<file path="config.mk">
export PLATFORM = sky130hd
export DESIGN_NAME = hcbp_packer
export DESIGN_NICKNAME = d
export VERILOG_FILES = /design/src/design/hcbp_pkg.sv /design/src/design/hcbp_packer.sv
export SDC_FILE = /design/constraint.sdc
export NUM_CORES = 1
export LEC_CHECK = 0
export BUFFER_PORTS_ARGS = -buffer_cell sky130_fd_sc_hd__buf_2
export CAP_MARGIN = 20
export CORE_MARGIN = 2
export CORE_UTILIZATION = 57
export DETAILED_ROUTE_END_ITERATION = 10
export PLACE_DENSITY = 0.81
export SYNTH_ARGS = -nofsm -noshare
export SYNTH_HDL_FRONTEND = slang
export SYNTH_SLANG_ARGS = --single-unit
</file>
<file path="constraint.sdc">
create_clock -name clk -period 3.7 [get_ports clk]
set_clock_uncertainty 0.05 [all_clocks]
set_input_delay 0.37 -clock clk [delete_from_list [all_inputs] [get_ports clk]]
set_output_delay 0.37 -clock clk [all_outputs]
set_load 0.01 [all_outputs]
</file>
<file path="src/design/hcbp_pkg.sv">
package hcbp_pkg;

  // Default sizes of the code table.
  localparam int MaxCodeLenDefault  = 32;
  localparam int SymbolCountDefault = 256;

  // Fixed widths of the word fields.
  localparam int SymW      = 8;
  localparam int CodeW     = 32;
  localparam int LenW      = 6;
  localparam int QueueBits = 8;
  localparam int HeldW     = 4;
  localparam int OpW       = 2;

  // Operation codes carried on the input tuser.
  localparam logic [OpW-1:0] OP_LOAD   = 2'd0;
  localparam logic [OpW-1:0] OP_ENCODE = 2'd1;
  localparam logic [OpW-1:0] OP_FLUSH  = 2'd2;

  // Command from the sequencer to the bit packer.
  typedef struct packed {
    logic shift_en;
    logic bit_in;
    logic flush;
  } pk_cmd_t;

endpackage

</file>
<file path="src/design/hcbp_packer.sv">
module hcbp_packer
  import hcbp_pkg::*;
(
  input  logic                 clk,
  input  logic                 rst,
  input  pk_cmd_t              cmd,
  output logic                 full,
  output logic [QueueBits-1:0] emit_byte
);

  logic [QueueBits-1:0] queue;
  logic [HeldW-1:0]     held;

  assign full = (held == HeldW'(QueueBits));

  // A full queue goes out as is; a partial one is padded with zeros below.
  always_comb begin
    if (held == '0) begin
      emit_byte = '0;
    end else if (full) begin
      emit_byte = queue;
    end else begin
      emit_byte = queue << (HeldW'(QueueBits) - held);
    end
  end

  // Shift one code bit in per command; a full queue restarts with the new bit.
  always_ff @(posedge clk) begin
    if (rst) begin
      queue <= '0;
      held  <= '0;
    end else if (cmd.flush) begin
      queue <= '0;
      held  <= '0;
    end else if (cmd.shift_en) begin
      if (full) begin
        queue <= {{(QueueBits-1){1'b0}}, cmd.bit_in};
        held  <= HeldW'(1);
      end else begin
        queue <= {queue[QueueBits-2:0], cmd.bit_in};
        held  <= held + HeldW'(1);
      end
    end
  end

  a_held_range: assert property (@(posedge clk) disable iff (rst)
    held <= HeldW'(QueueBits))
    else $error("bit count beyond queue size");

  a_flush_empties: assert property (@(posedge clk) disable iff (rst)
    cmd.flush |=> (held == '0) && (queue == '0))
    else $error("queue not empty after flush");

endmodule

</file>
==> reports/metrics.csv, run 1 <==
stage,metric,value,unit
timing,Slew Limit Fails,0,
worst_setup_path,CP Data Arrival Time,2.78,ns
die,row count,13,
final_layout,fillers,115,
power_and_ir_drop,pwr dens,271.9,nW/um^2
worst_setup_path,"critical path, cell by cell","inv_1, ha_1, mux2i_1, mux4_2, o21ai_2, buf_2",
timing,final hold violations,0,
timing,worst-margin pin slew,0.5446,ns
grt,number of global-route vias before repair,601,
clock_tree,CTS Buffer Depth,2,
worst_setup_path,"CP delay by family, top",multiplexers,
drt,Routed WL,1730,microns
worst_setup_path,Crit. End Element,output pin,
grt,largest net degree at the start of global routing,16,
timing,RSZ-0062 raised after global routing,false,
run_status,outcome,"complete, no violations",
die,top-level I/O count,14,
final_layout,number of inserted diodes,0,
grt,grt total ovfl,0,
drt,via/cell ratio,5.992,
placed_design,Post-DP HPWL,1256,microns
timing,# setup viols final,0,
drt,uppermost layer routed,met4,
worst_setup_path,critical-path maximum fanout,15,
final_layout,fin util,66.76,%
worst_setup_path,CP max stage cell,dfxtp_1,
placed_design,RD Place Congestion,0.9934,
clock_tree,CTS Buf Count,3,
clock_tree,clock insertion delay at the later pin of the skew report,0.27,ns
hold_path,Min-Delay Path Class,in -> reg,
timing,crit path time final,3.197,ns
clock_tree,clk sinks,12,
clock_tree,CTS tree,yes,
clock_tree,Post-CTS Setup Inserts,0,
clock_tree,CTS root buffer,clkbuf_4,
grt,gr usage total,19.89,%
timing,setup TNS,0,ns
drt,Detail Route Antenna Nets,0,
final_layout,Area Growth Syn to Fin,9.331,%
logic_synthesis,area share of the largest cell type after synthesis,29.86,%
worst_setup_path,critical path class,reg -> out,
logic_synthesis,Synth area leader,dfxtp_1,
timing,WHS,0.2395,ns
drt,Remaining DRCs,0,
flow_run,max_cap viols,0,
drt,Initial DRT Pass Iterations,4,
worst_setup_path,Critical Path Start Type,flip-flop,
worst_setup_path,buffer and inverter count on the worst path,2,
placed_design,IO buf count,13,
grt,initial antenna violation count,0,
grt,first-pass GRT wire length,2684,microns
worst_setup_path,Worst R2R Start,held[0],
clock_tree,hold_buf cts,0,
timing,Tcrit/Tclk final,86.41,%
logic_synthesis,Syn Inst Count,94,
die,Core Region,1318,sq um
timing,fmax,0.3128,GHz
die,initial core utilization,61.06,%
hold_path,Hold Startpoint,rst,
clock_tree,"Gates resized, CTS repair",0,
drt,met1 wire length,801,microns
drt,wire length on met2,802,microns
power_and_ir_drop,static leakage,0.3840,nW
clock_tree,H-tree depth,1,
worst_setup_path,Worst path max stage delay,0.66,ns
die,die height,41.57,microns
logic_synthesis,syn_area_per_cell,8.559,sq um
logic_synthesis,post-synthesis register bit count,12,
logic_synthesis,Yosys cell types,29,
worst_setup_path,Setup crit start,held[0],
clock_tree,"Reg clk slew, reported paths",0.08,ns
logic_synthesis,Synthesized Nets,101,
drt,met3 WL,101,microns
logic_synthesis,"Seq/Total Area, Yosys",29.86,%
final_layout,layout cells sized above 1,18.10,%
logic_synthesis,synth top area cells,"dfxtp_1, mux2i_1, nor2_1, nand2_1, ha_1",
final_layout,Nets,114,
timing,slew margin rel.,63.57,%
die,Die X,41.57,microns
drt,WL per Instance,14.42,microns
logic_synthesis,synthesized area,804.5,sq um
worst_setup_path,required time worst endpoint,3.28,ns
power_and_ir_drop,worst vdd ir,0.2311,mV
logic_synthesis,YS warnings,0,
drt,drt first-iter violations,21,
drt,Vias,719,
die,die area,1728,sq um
-- report_power, final --
part | total [W] | internal (W) | leakage (nW) | switching [W]
sequential | 0.000134 | 0.000130 | 0.0969 | 0.00000345
combinational | 0.0000270 | 0.0000113 | 0.273 | 0.0000157
clock | 0.0000785 | 0.0000376 | 0.0138 | 0.0000410
-- stage by stage --
stage / cells / cell area (sq um) / total power (W) / worst slack (ns)
2_1_floorplan: 94 / 804.5 / 0.0001581 / 1.462
3_3_place_gp: 117 / 857.1 / 0.0001626 / 0.9276
3_5_place_dp: 117 / 857.1 / 0.0001633 / 0.8419
4_1_cts: 120 / 879.6 / 0.0002387 / 0.5541
5_1_grt: 120 / 879.6 / 0.0002477 / 0.3451
6_report: 120 / 879.6 / 0.0002392 / 0.5027
-- flip-flops by register name, indices dropped and copies added, names as in the netlist --
register  cells
queue         8
held          4
-- synthesized netlist by cell type --
| cell type | n |
|---|---|
| a2111oi_2 | 1 |
| a211o_1 | 1 |
| a21oi_1 | 1 |
| a22o_1 | 2 |
| a31oi_1 | 2 |
| a32o_1 | 1 |
| a41oi_1 | 1 |
| and3_1 | 1 |
| buf_2 | 4 |
| buf_6 | 1 |
| dfxtp_1 | 12 |
| ha_1 | 2 |
| inv_1 | 3 |
| mux2i_1 | 18 |
| mux4_2 | 1 |
| nand2_1 | 12 |
| nand2b_1 | 1 |
| nand4_1 | 1 |
| nor2_1 | 15 |
| nor3_1 | 2 |
| nor4_1 | 1 |
| nor4b_1 | 1 |
| o21a_1 | 1 |
| o21ai_0 | 3 |
| o21ai_2 | 1 |
| o21bai_1 | 1 |
| o22ai_1 | 1 |
| xnor2_1 | 1 |
| xor2_1 | 2 |
-- cell families after synthesis --
kind of cell | share of synthesized area, %
and+or+nand+nor | 18.04
muxes | 25.19
AOI/OAI and AO/OA | 15.24
buffers and inverters | 5.288
adders and majority gates | 3.110
xor gates and xnor gates | 3.267
DFF | 29.86
-- layer usage --
| layer | GRT usage [%] | vias up |
|---|---|---|
| li1 | - | 360 |
| met1 | 27.49 | 333 |
| met2 | 30.63 | 22 |
| met3 | 3.913 | 4 |
| met4 | 7.097 | 0 |
| met5 | 0 | - |
-- area by class of cell --
type	count	area (sq um)	share of cell area (%)
timing repair buffer	13	65.06	7.397
inverter	3	11.26	1.280
multi-input combinational	74	521.8	59.32
tap	15	18.77	2.134
sequential	12	240.2	27.31
clock buffer	3	22.52	2.560
-- cells in the final DEF (no fill, tap or decap) --
| master | synthesis | routed |
|---|---|---|
| o21bai_1 | 1 | 1 |
| o21ai_0 | 3 | 3 |
| nand2_1 | 12 | 12 |
| mux2i_1 | 18 | 18 |
| ha_1 | 2 | 2 |
| nand4_1 | 1 | 1 |
| nor2_1 | 15 | 15 |
| buf_2 | 4 | 13 |
| xnor2_1 | 1 | 1 |
| o22ai_1 | 1 | 1 |
| o21ai_2 | 1 | 1 |
| a31oi_1 | 2 | 2 |
| xor2_1 | 2 | 2 |
| and3_1 | 1 | 1 |
| inv_1 | 3 | 3 |
| a2111oi_2 | 1 | 1 |
| a21oi_1 | 1 | 1 |
| dfxtp_1 | 12 | 12 |
| nand2b_1 | 1 | 1 |
| nor4_1 | 1 | 1 |
| o21a_1 | 1 | 1 |
| a32o_1 | 1 | 1 |
| nor3_1 | 2 | 2 |
| mux4_2 | 1 | 1 |
| a41oi_1 | 1 | 1 |
| a211o_1 | 1 | 1 |
| nor4b_1 | 1 | 1 |
| clkbuf_4 | 0 | 3 |
| a22o_1 | 2 | 2 |
-- worst paths after layout --
check                  to  depth (start not counted)  slack (ns)
max          emit_byte[7]                          6        0.50
min               held[0]                          2        0.24
max reg2reg      queue[4]                          5        1.39
min reg2reg      queue[7]                          2        0.49
No activity file was read; power rests on OpenSTA's default activity.
==> run 2, diff against run 1 <==
- ABC_AREA: not set -> 1
- CORE_UTILIZATION: 57 -> 59
- PLACE_DENSITY: 0.81 -> 0.83
- RECOVER_POWER: not set -> 25
==> run 2 against run 1 <==
Against the previous run: global-route usage increased by 6.1 points; critical path depth increased by 3; largest power group unchanged; utilization decreased by 0.95 points; critical endpoint unchanged.
==> reports/metrics.csv, run 2 <==
stage,metric,value,unit
hold_path,Hold EP,queue[0],
hold_path,Hold Crit Depth,3,
final_layout,fin util,65.82,%
grt,grt met3 use,2.979,%
drt,Detail Route Antenna Nets,0,
timing,RSZ-0062 raised after global routing,false,
die,initial core utilization,60.80,%
placed_design,worst slack at placement,1.265,ns
die,die height,42.94,microns
placed_design,RD Place Congestion,0.9316,
power_and_ir_drop,static leakage,0.4351,nW
final_layout,number of flip-flops in the largest register,8,
logic_synthesis,syn_area_per_cell,6.086,sq um
logic_synthesis,most common cell in the netlist,nand2_1,
clock_tree,"Reg clk slew, reported paths",0.08,ns
clock_tree,H-tree depth,1,
drt,WL per Instance,11.63,microns
timing,Tcrit/Tclk final,75.57,%
timing,setup TNS,0,ns
drt,via/cell ratio,5.554,
logic_synthesis,commonest cells in the netlist,"nand2_1, nor2_1, nand3_1",
logic_synthesis,area share of the largest cell type after synthesis,26.85,%
worst_setup_path,end of the worst register-to-register path,held[3],
logic_synthesis,"Top FF cell, synth",dfxtp_1,
logic_synthesis,ys async rst share,0,%
grt,initial antenna violation count,0,
worst_setup_path,"critical path, cell by cell","inv_1, ha_1, inv_1, nand3_1, nand2_1, nand2_1, nand3_1, a21oi_1, buf_2",
placed_design,IO buf count,13,
final_layout,Multi-input gate area,561.8,sq um
clock_tree,CTS root buffer,clkbuf_4,
final_layout,layout cells sized above 1,14.47,%
final_layout,most flop-heavy register,queue,
clock_tree,clock insertion delay at the later pin of the skew report,0.26,ns
logic_synthesis,YS warnings,0,
timing,crit path time final,2.796,ns
die,Core Region,1471,sq um
logic_synthesis,synth top area cells,"dfxtp_1, nand2_1, nand3_1, nor2_1, a21oi_1",
grt,grt total ovfl,0,
worst_setup_path,required time worst endpoint,3.28,ns
power_and_ir_drop,total design power,0.0003020,W
power_and_ir_drop,pwr dens,311.8,nW/um^2
logic_synthesis,Syn Inst Count,147,
worst_setup_path,Worst path max stage delay,0.54,ns
worst_setup_path,"CP delay by family, top",buffers and inverters,
final_layout,Nets,167,
grt,first-pass GRT wire length,3781,microns
logic_synthesis,synthesized area,894.6,sq um
worst_setup_path,r2r worst-path depth,7,
clock_tree,"Gates resized, CTS repair",0,
worst_setup_path,Crit. End Element,output pin,
timing,Final WS setup,0.9040,ns
timing,worst-margin pin slew,1.145,ns
drt,Vias,972,
worst_setup_path,CP Data Arrival Time,2.38,ns
final_layout,Register Area,240.2,sq um
drt,Remaining DRCs,0,
clock_tree,CTS tree,yes,
timing,slew margin rel.,22.86,%
timing,# setup viols final,0,
grt,grt met1 use,35.51,%
grt,largest net degree at the start of global routing,14,
clock_tree,hold_buf cts,0,
clock_tree,Post-CTS Setup Inserts,0,
final_layout,Regs by FF count,"queue: 8 flops, held: 4 flops",
final_layout,fillers,152,
final_layout,Area Growth Syn to Fin,8.252,%
hold_path,Hold Startpoint,cmd[1],
timing,WHS,0.2768,ns
drt,drt first-iter violations,27,
timing,Slew Limit Fails,0,
worst_setup_path,Critical Path Start Type,flip-flop,
placed_design,Post-DP HPWL,1583,microns
die,row count,14,
grt,met2 usage,41.21,%
logic_synthesis,Post-synth EDFFs,0,
die,die area,1844,sq um
final_layout,number of inserted diodes,0,
logic_synthesis,Synth area leader,dfxtp_1,
clock_tree,clk sinks,12,
run_status,outcome,"complete, no violations",
final_layout,"commonest non-fill, non-tap cells in the layout","nand2_1, nor2_1, nand3_1",
worst_setup_path,critical path class,reg -> out,
die,Die X,42.94,microns
logic_synthesis,Yosys cell types,24,
hold_path,Min-Delay Path Class,in -> reg,
drt,Routed WL,2036,microns
logic_synthesis,post-synthesis register bit count,12,
timing,fmax,0.3577,GHz
worst_setup_path,R2R Setup Slk,1.00,ns
final_layout,"most common cell after layout, fill and taps aside",nand2_1,
timing,final hold violations,0,
grt,gr usage total,25.98,%
logic_synthesis,Synthesized Nets,154,
grt,gr busiest metal,met2,
clock_tree,CTS Buf Count,3,
logic_synthesis,"Seq/Total Area, Yosys",26.85,%
worst_setup_path,Worst R2R Start,held[0],
worst_setup_path,critical-path maximum fanout,12,
worst_setup_path,CP max stage cell,dfxtp_1,
grt,number of global-route vias before repair,909,
worst_setup_path,buffer and inverter count on the worst path,3,
die,top-level I/O count,14,
flow_run,max_cap viols,0,
clock_tree,CTS Buffer Depth,2,
drt,Initial DRT Pass Iterations,4,
power_and_ir_drop,worst vdd ir,0.2481,mV
[run 2: changes by cell type in the layout (fill, tap and decap cells not counted), moves of 2 or more]
cell / previous run / this run
a21oi_2: 0 / 2
nor3_1: 2 / 5
nand2_1: 12 / 41
nor2_1: 15 / 26
nand3_1: 0 / 21
a21oi_1: 1 / 7
a211oi_1: 0 / 3
a22o_1: 2 / 0
mux2i_1: 18 / 0
inv_1: 3 / 9
[run 2: cell families after synthesis]
family | after synthesis | synth area share [%]
adders and majority gates | 2 | 2.797
DFF | 12 | 26.85
and+or+nand+nor | 98 | 48.39
AOI/OAI and AO/OA | 16 | 12.03
buffers and inverters | 17 | 7.972
xor gates and xnor gates | 2 | 1.958
[run 2: report_power, final]
group,total (W),switching [W],internal (W)
logic,0.0000615,0.0000408,0.0000207
clock network,0.000101,0.0000416,0.0000597
registers,0.000139,0.00000610,0.000133
total,0.000302,0.0000885,0.000213
[run 2: per-layer routing]
layer,wire [microns],vias up,part of all wire (%)
met4,12,0,0.59
li1,-,497,-
met2,943,38,46
met1,978,435,48
met3,102,2,5.0
met5,0,-,0
[run 2: worst min-delay path, stage by stage]
cell and delay [ns]:
buf_2 0.07, nor2_1 0.04, nor2_1 0.08
[run 2: worst max-delay path by stage]
stage,startpoint,end,cells after the start
final,held[0],emit_byte[7],9
after global routing,held[0],emit_byte[7],9
after CTS,held[0],emit_byte[7],9
after detailed placement,held[0],emit_byte[7],9
after global placement,held[0],emit_byte[7],9
after floorplan,held[0],emit_byte[2],9
[run 2: layout make-up]
class | instances | share of cell area, %
repair buffers | 13 | 6.589
inverters | 12 | 4.780
multi-input cells | 118 | 58.01
well taps | 16 | 2.067
flip-flops and latches | 12 | 24.81
clock buffers | 4 | 3.747
[run 2: metrics by stage]
stage / instances / instance area [sq um]
final: 175 / 968.4
after CTS: 175 / 991.0
after global routing: 175 / 968.4
after floorplan: 147 / 894.6
after detailed placement: 171 / 954.7
after global placement: 171 / 954.7
==> run 3, diff against run 2 <==
- CORE_UTILIZATION: 59 -> 49
- PLACE_DENSITY: 0.83 -> 0.73
- clock period: 3.7 -> 2.5 ns (I/O delays scaled with it)
==> run 3 against run 2 <==
Against the previous run: setup slack got worse by 0.71 ns; power rose by 48%; sequential power rose by 47%; largest power group unchanged.
==> reports/metrics.csv, run 3 (synthesis results as in run 2) <==
stage,metric,value,unit
run_status,outcome,"complete, no violations",
timing,crit path time final,2.302,ns
worst_setup_path,Worst path max stage delay,0.49,ns
worst_setup_path,critical-path maximum fanout,11,
worst_setup_path,CP max stage cell,ha_1,
timing,final hold violations,0,
clock_tree,CTS Buffer Depth,2,
die,die area,2184,sq um
drt,drt first-iter violations,17,
timing,worst-margin pin slew,0.7058,ns
grt,grt total ovfl,0,
placed_design,RD Place Congestion,0.9451,
placed_design,dpl cell area,973.4,sq um
grt,initial antenna violation count,0,
die,initial core utilization,51.81,%
clock_tree,clock insertion delay at the later pin of the skew report,0.26,ns
clock_tree,CTS root buffer,clkbuf_4,
timing,RSZ-0062 raised after global routing,false,
drt,Vias,943,
die,row count,15,
clock_tree,CTS tree,yes,
final_layout,fillers,189,
final_layout,layout cells sized above 1,15.63,%
worst_setup_path,Crit. End Element,output pin,
drt,Initial DRT Pass Iterations,4,
power_and_ir_drop,pwr dens,451.5,nW/um^2
final_layout,number of flip-flops in the largest register,8,
final_layout,Area Growth Syn to Fin,10.35,%
placed_design,IO buf count,13,
timing,slew margin rel.,52.63,%
final_layout,most flop-heavy register,queue,
timing,fmax,0.4344,GHz
timing,Tcrit/Tclk final,92.07,%
worst_setup_path,critical path class,reg -> out,
worst_setup_path,Critical Path Start Type,flip-flop,
clock_tree,hold_buf cts,0,
clock_tree,H-tree depth,1,
clock_tree,"Gates resized, CTS repair",0,
timing,Slew Limit Fails,0,
grt,gr usage total,20.93,%
die,die height,46.73,microns
die,Core Region,1727,sq um
worst_setup_path,required time worst endpoint,2.20,ns
worst_setup_path,buffer and inverter count on the worst path,3,
drt,Remaining DRCs,0,
clock_tree,CTS Buf Count,3,
final_layout,Nets,168,
final_layout,"commonest non-fill, non-tap cells in the layout","nand2_1, nor2_1, nand3_1",
flow_run,max_cap viols,0,
clock_tree,Post-CTS Setup Inserts,0,
power_and_ir_drop,static leakage,0.4406,nW
grt,largest net degree at the start of global routing,14,
grt,number of global-route vias before repair,815,
timing,# setup viols final,0,
final_layout,Regs by FF count,"queue: 8 flops, held: 4 flops",
clock_tree,clk sinks,12,
die,top-level I/O count,14,
worst_setup_path,"critical path, cell by cell","inv_1, ha_1, inv_1, nand3_1, and2_1, nand3_1, a21oi_1, buf_2",
power_and_ir_drop,worst vdd ir,0.3306,mV
timing,setup TNS,0,ns
final_layout,fin area,987.2,sq um
drt,Routed WL,1984,microns
clock_tree,"Reg clk slew, reported paths",0.07,ns
drt,via/cell ratio,5.097,
worst_setup_path,"CP delay by family, top",adder cells,
hold_path,Min-Delay Path Class,in -> reg,
drt,Detail Route Antenna Nets,0,
grt,first-pass GRT wire length,3325,microns
final_layout,"most common cell after layout, fill and taps aside",nand2_1,
final_layout,number of inserted diodes,0,
placed_design,Post-DP HPWL,1582,microns
die,Die X,46.73,microns
worst_setup_path,CP Data Arrival Time,2.00,ns
drt,WL per Instance,10.72,microns
==> run 3: cell types whose count changed in the layout (fill, tap and decap cells not counted) <==
cell | before | now
o21ai_1 | 0 | 1
o21ai_0 | 3 | 2
inv_2 | 1 | 2
clkinv_1 | 1 | 0
buf_4 | 0 | 1
==> run 3: layout make-up <==
cell class	instances	area, sq um	area share (%)
repair buffers	14	71.32	7.224
inverters	12	46.29	4.689
well taps	25	31.28	3.169
multi-input cells	118	561.8	56.91
clock buffers	4	36.28	3.676
flip-flops and latches	12	240.2	24.33
==> run 3: path summary, 6_finish.rpt <==
| path | start | end | slack (ns) | cells after the start |
|---|---|---|---|---|
| worst max-delay path | held[0] | emit_byte[2] | 0.20 | 8 |
| worst min-delay path | cmd[1] | queue[0] | 0.16 | 3 |
| worst max register to register | held[0] | held[3] | 0.40 | 7 |
| worst min register to register | queue[7] | queue[7] | 0.46 | 2 |
==> run 3: per-layer routing <==
metal | part of all wire, % | vias up | track usage (%)
li1 | - | 501 | -
met1 | 48 | 411 | 28.64
met2 | 47 | 24 | 33.61
met3 | 3.4 | 7 | 1.154
met4 | 2.0 | 0 | 10.56
met5 | 0 | - | 0
==> run 3: per-stage QoR <==
step	power (W)	setup WS [ns]	cells	utilization (%)	hold slack, ns
after floorplan	0.0002844	0.6465	147	-	0.3349
after global placement	0.0003029	0.5959	181	56.38	0.4244
after detailed placement	0.0003053	0.4958	181	56.38	0.4340
after CTS	0.0004538	0.1964	185	58.48	0.1579
after global routing	0.0004738	0.01696	185	57.17	0.1964
final	0.0004457	0.1981	185	57.17	0.1594
==> run 3: power by group <==
group          leakage, nW  switching (W)   total, W  internal (W)
Combinational        0.322      0.0000613  0.0000930     0.0000317
Sequential          0.0977     0.00000720   0.000204      0.000197
Clock               0.0210      0.0000602   0.000149     0.0000884
Total                0.441       0.000129   0.000446      0.000317
==> run 3: worst reg2reg max path, delay by kind of cell (launching register included) <==
kind / cells / cell delay, ns
buf+inv: 2 / 0.29
fa+ha+maj: 1 / 0.28
flops: 1 / 0.31
compound gates: 1 / 0.56
simple gates: 3 / 0.48
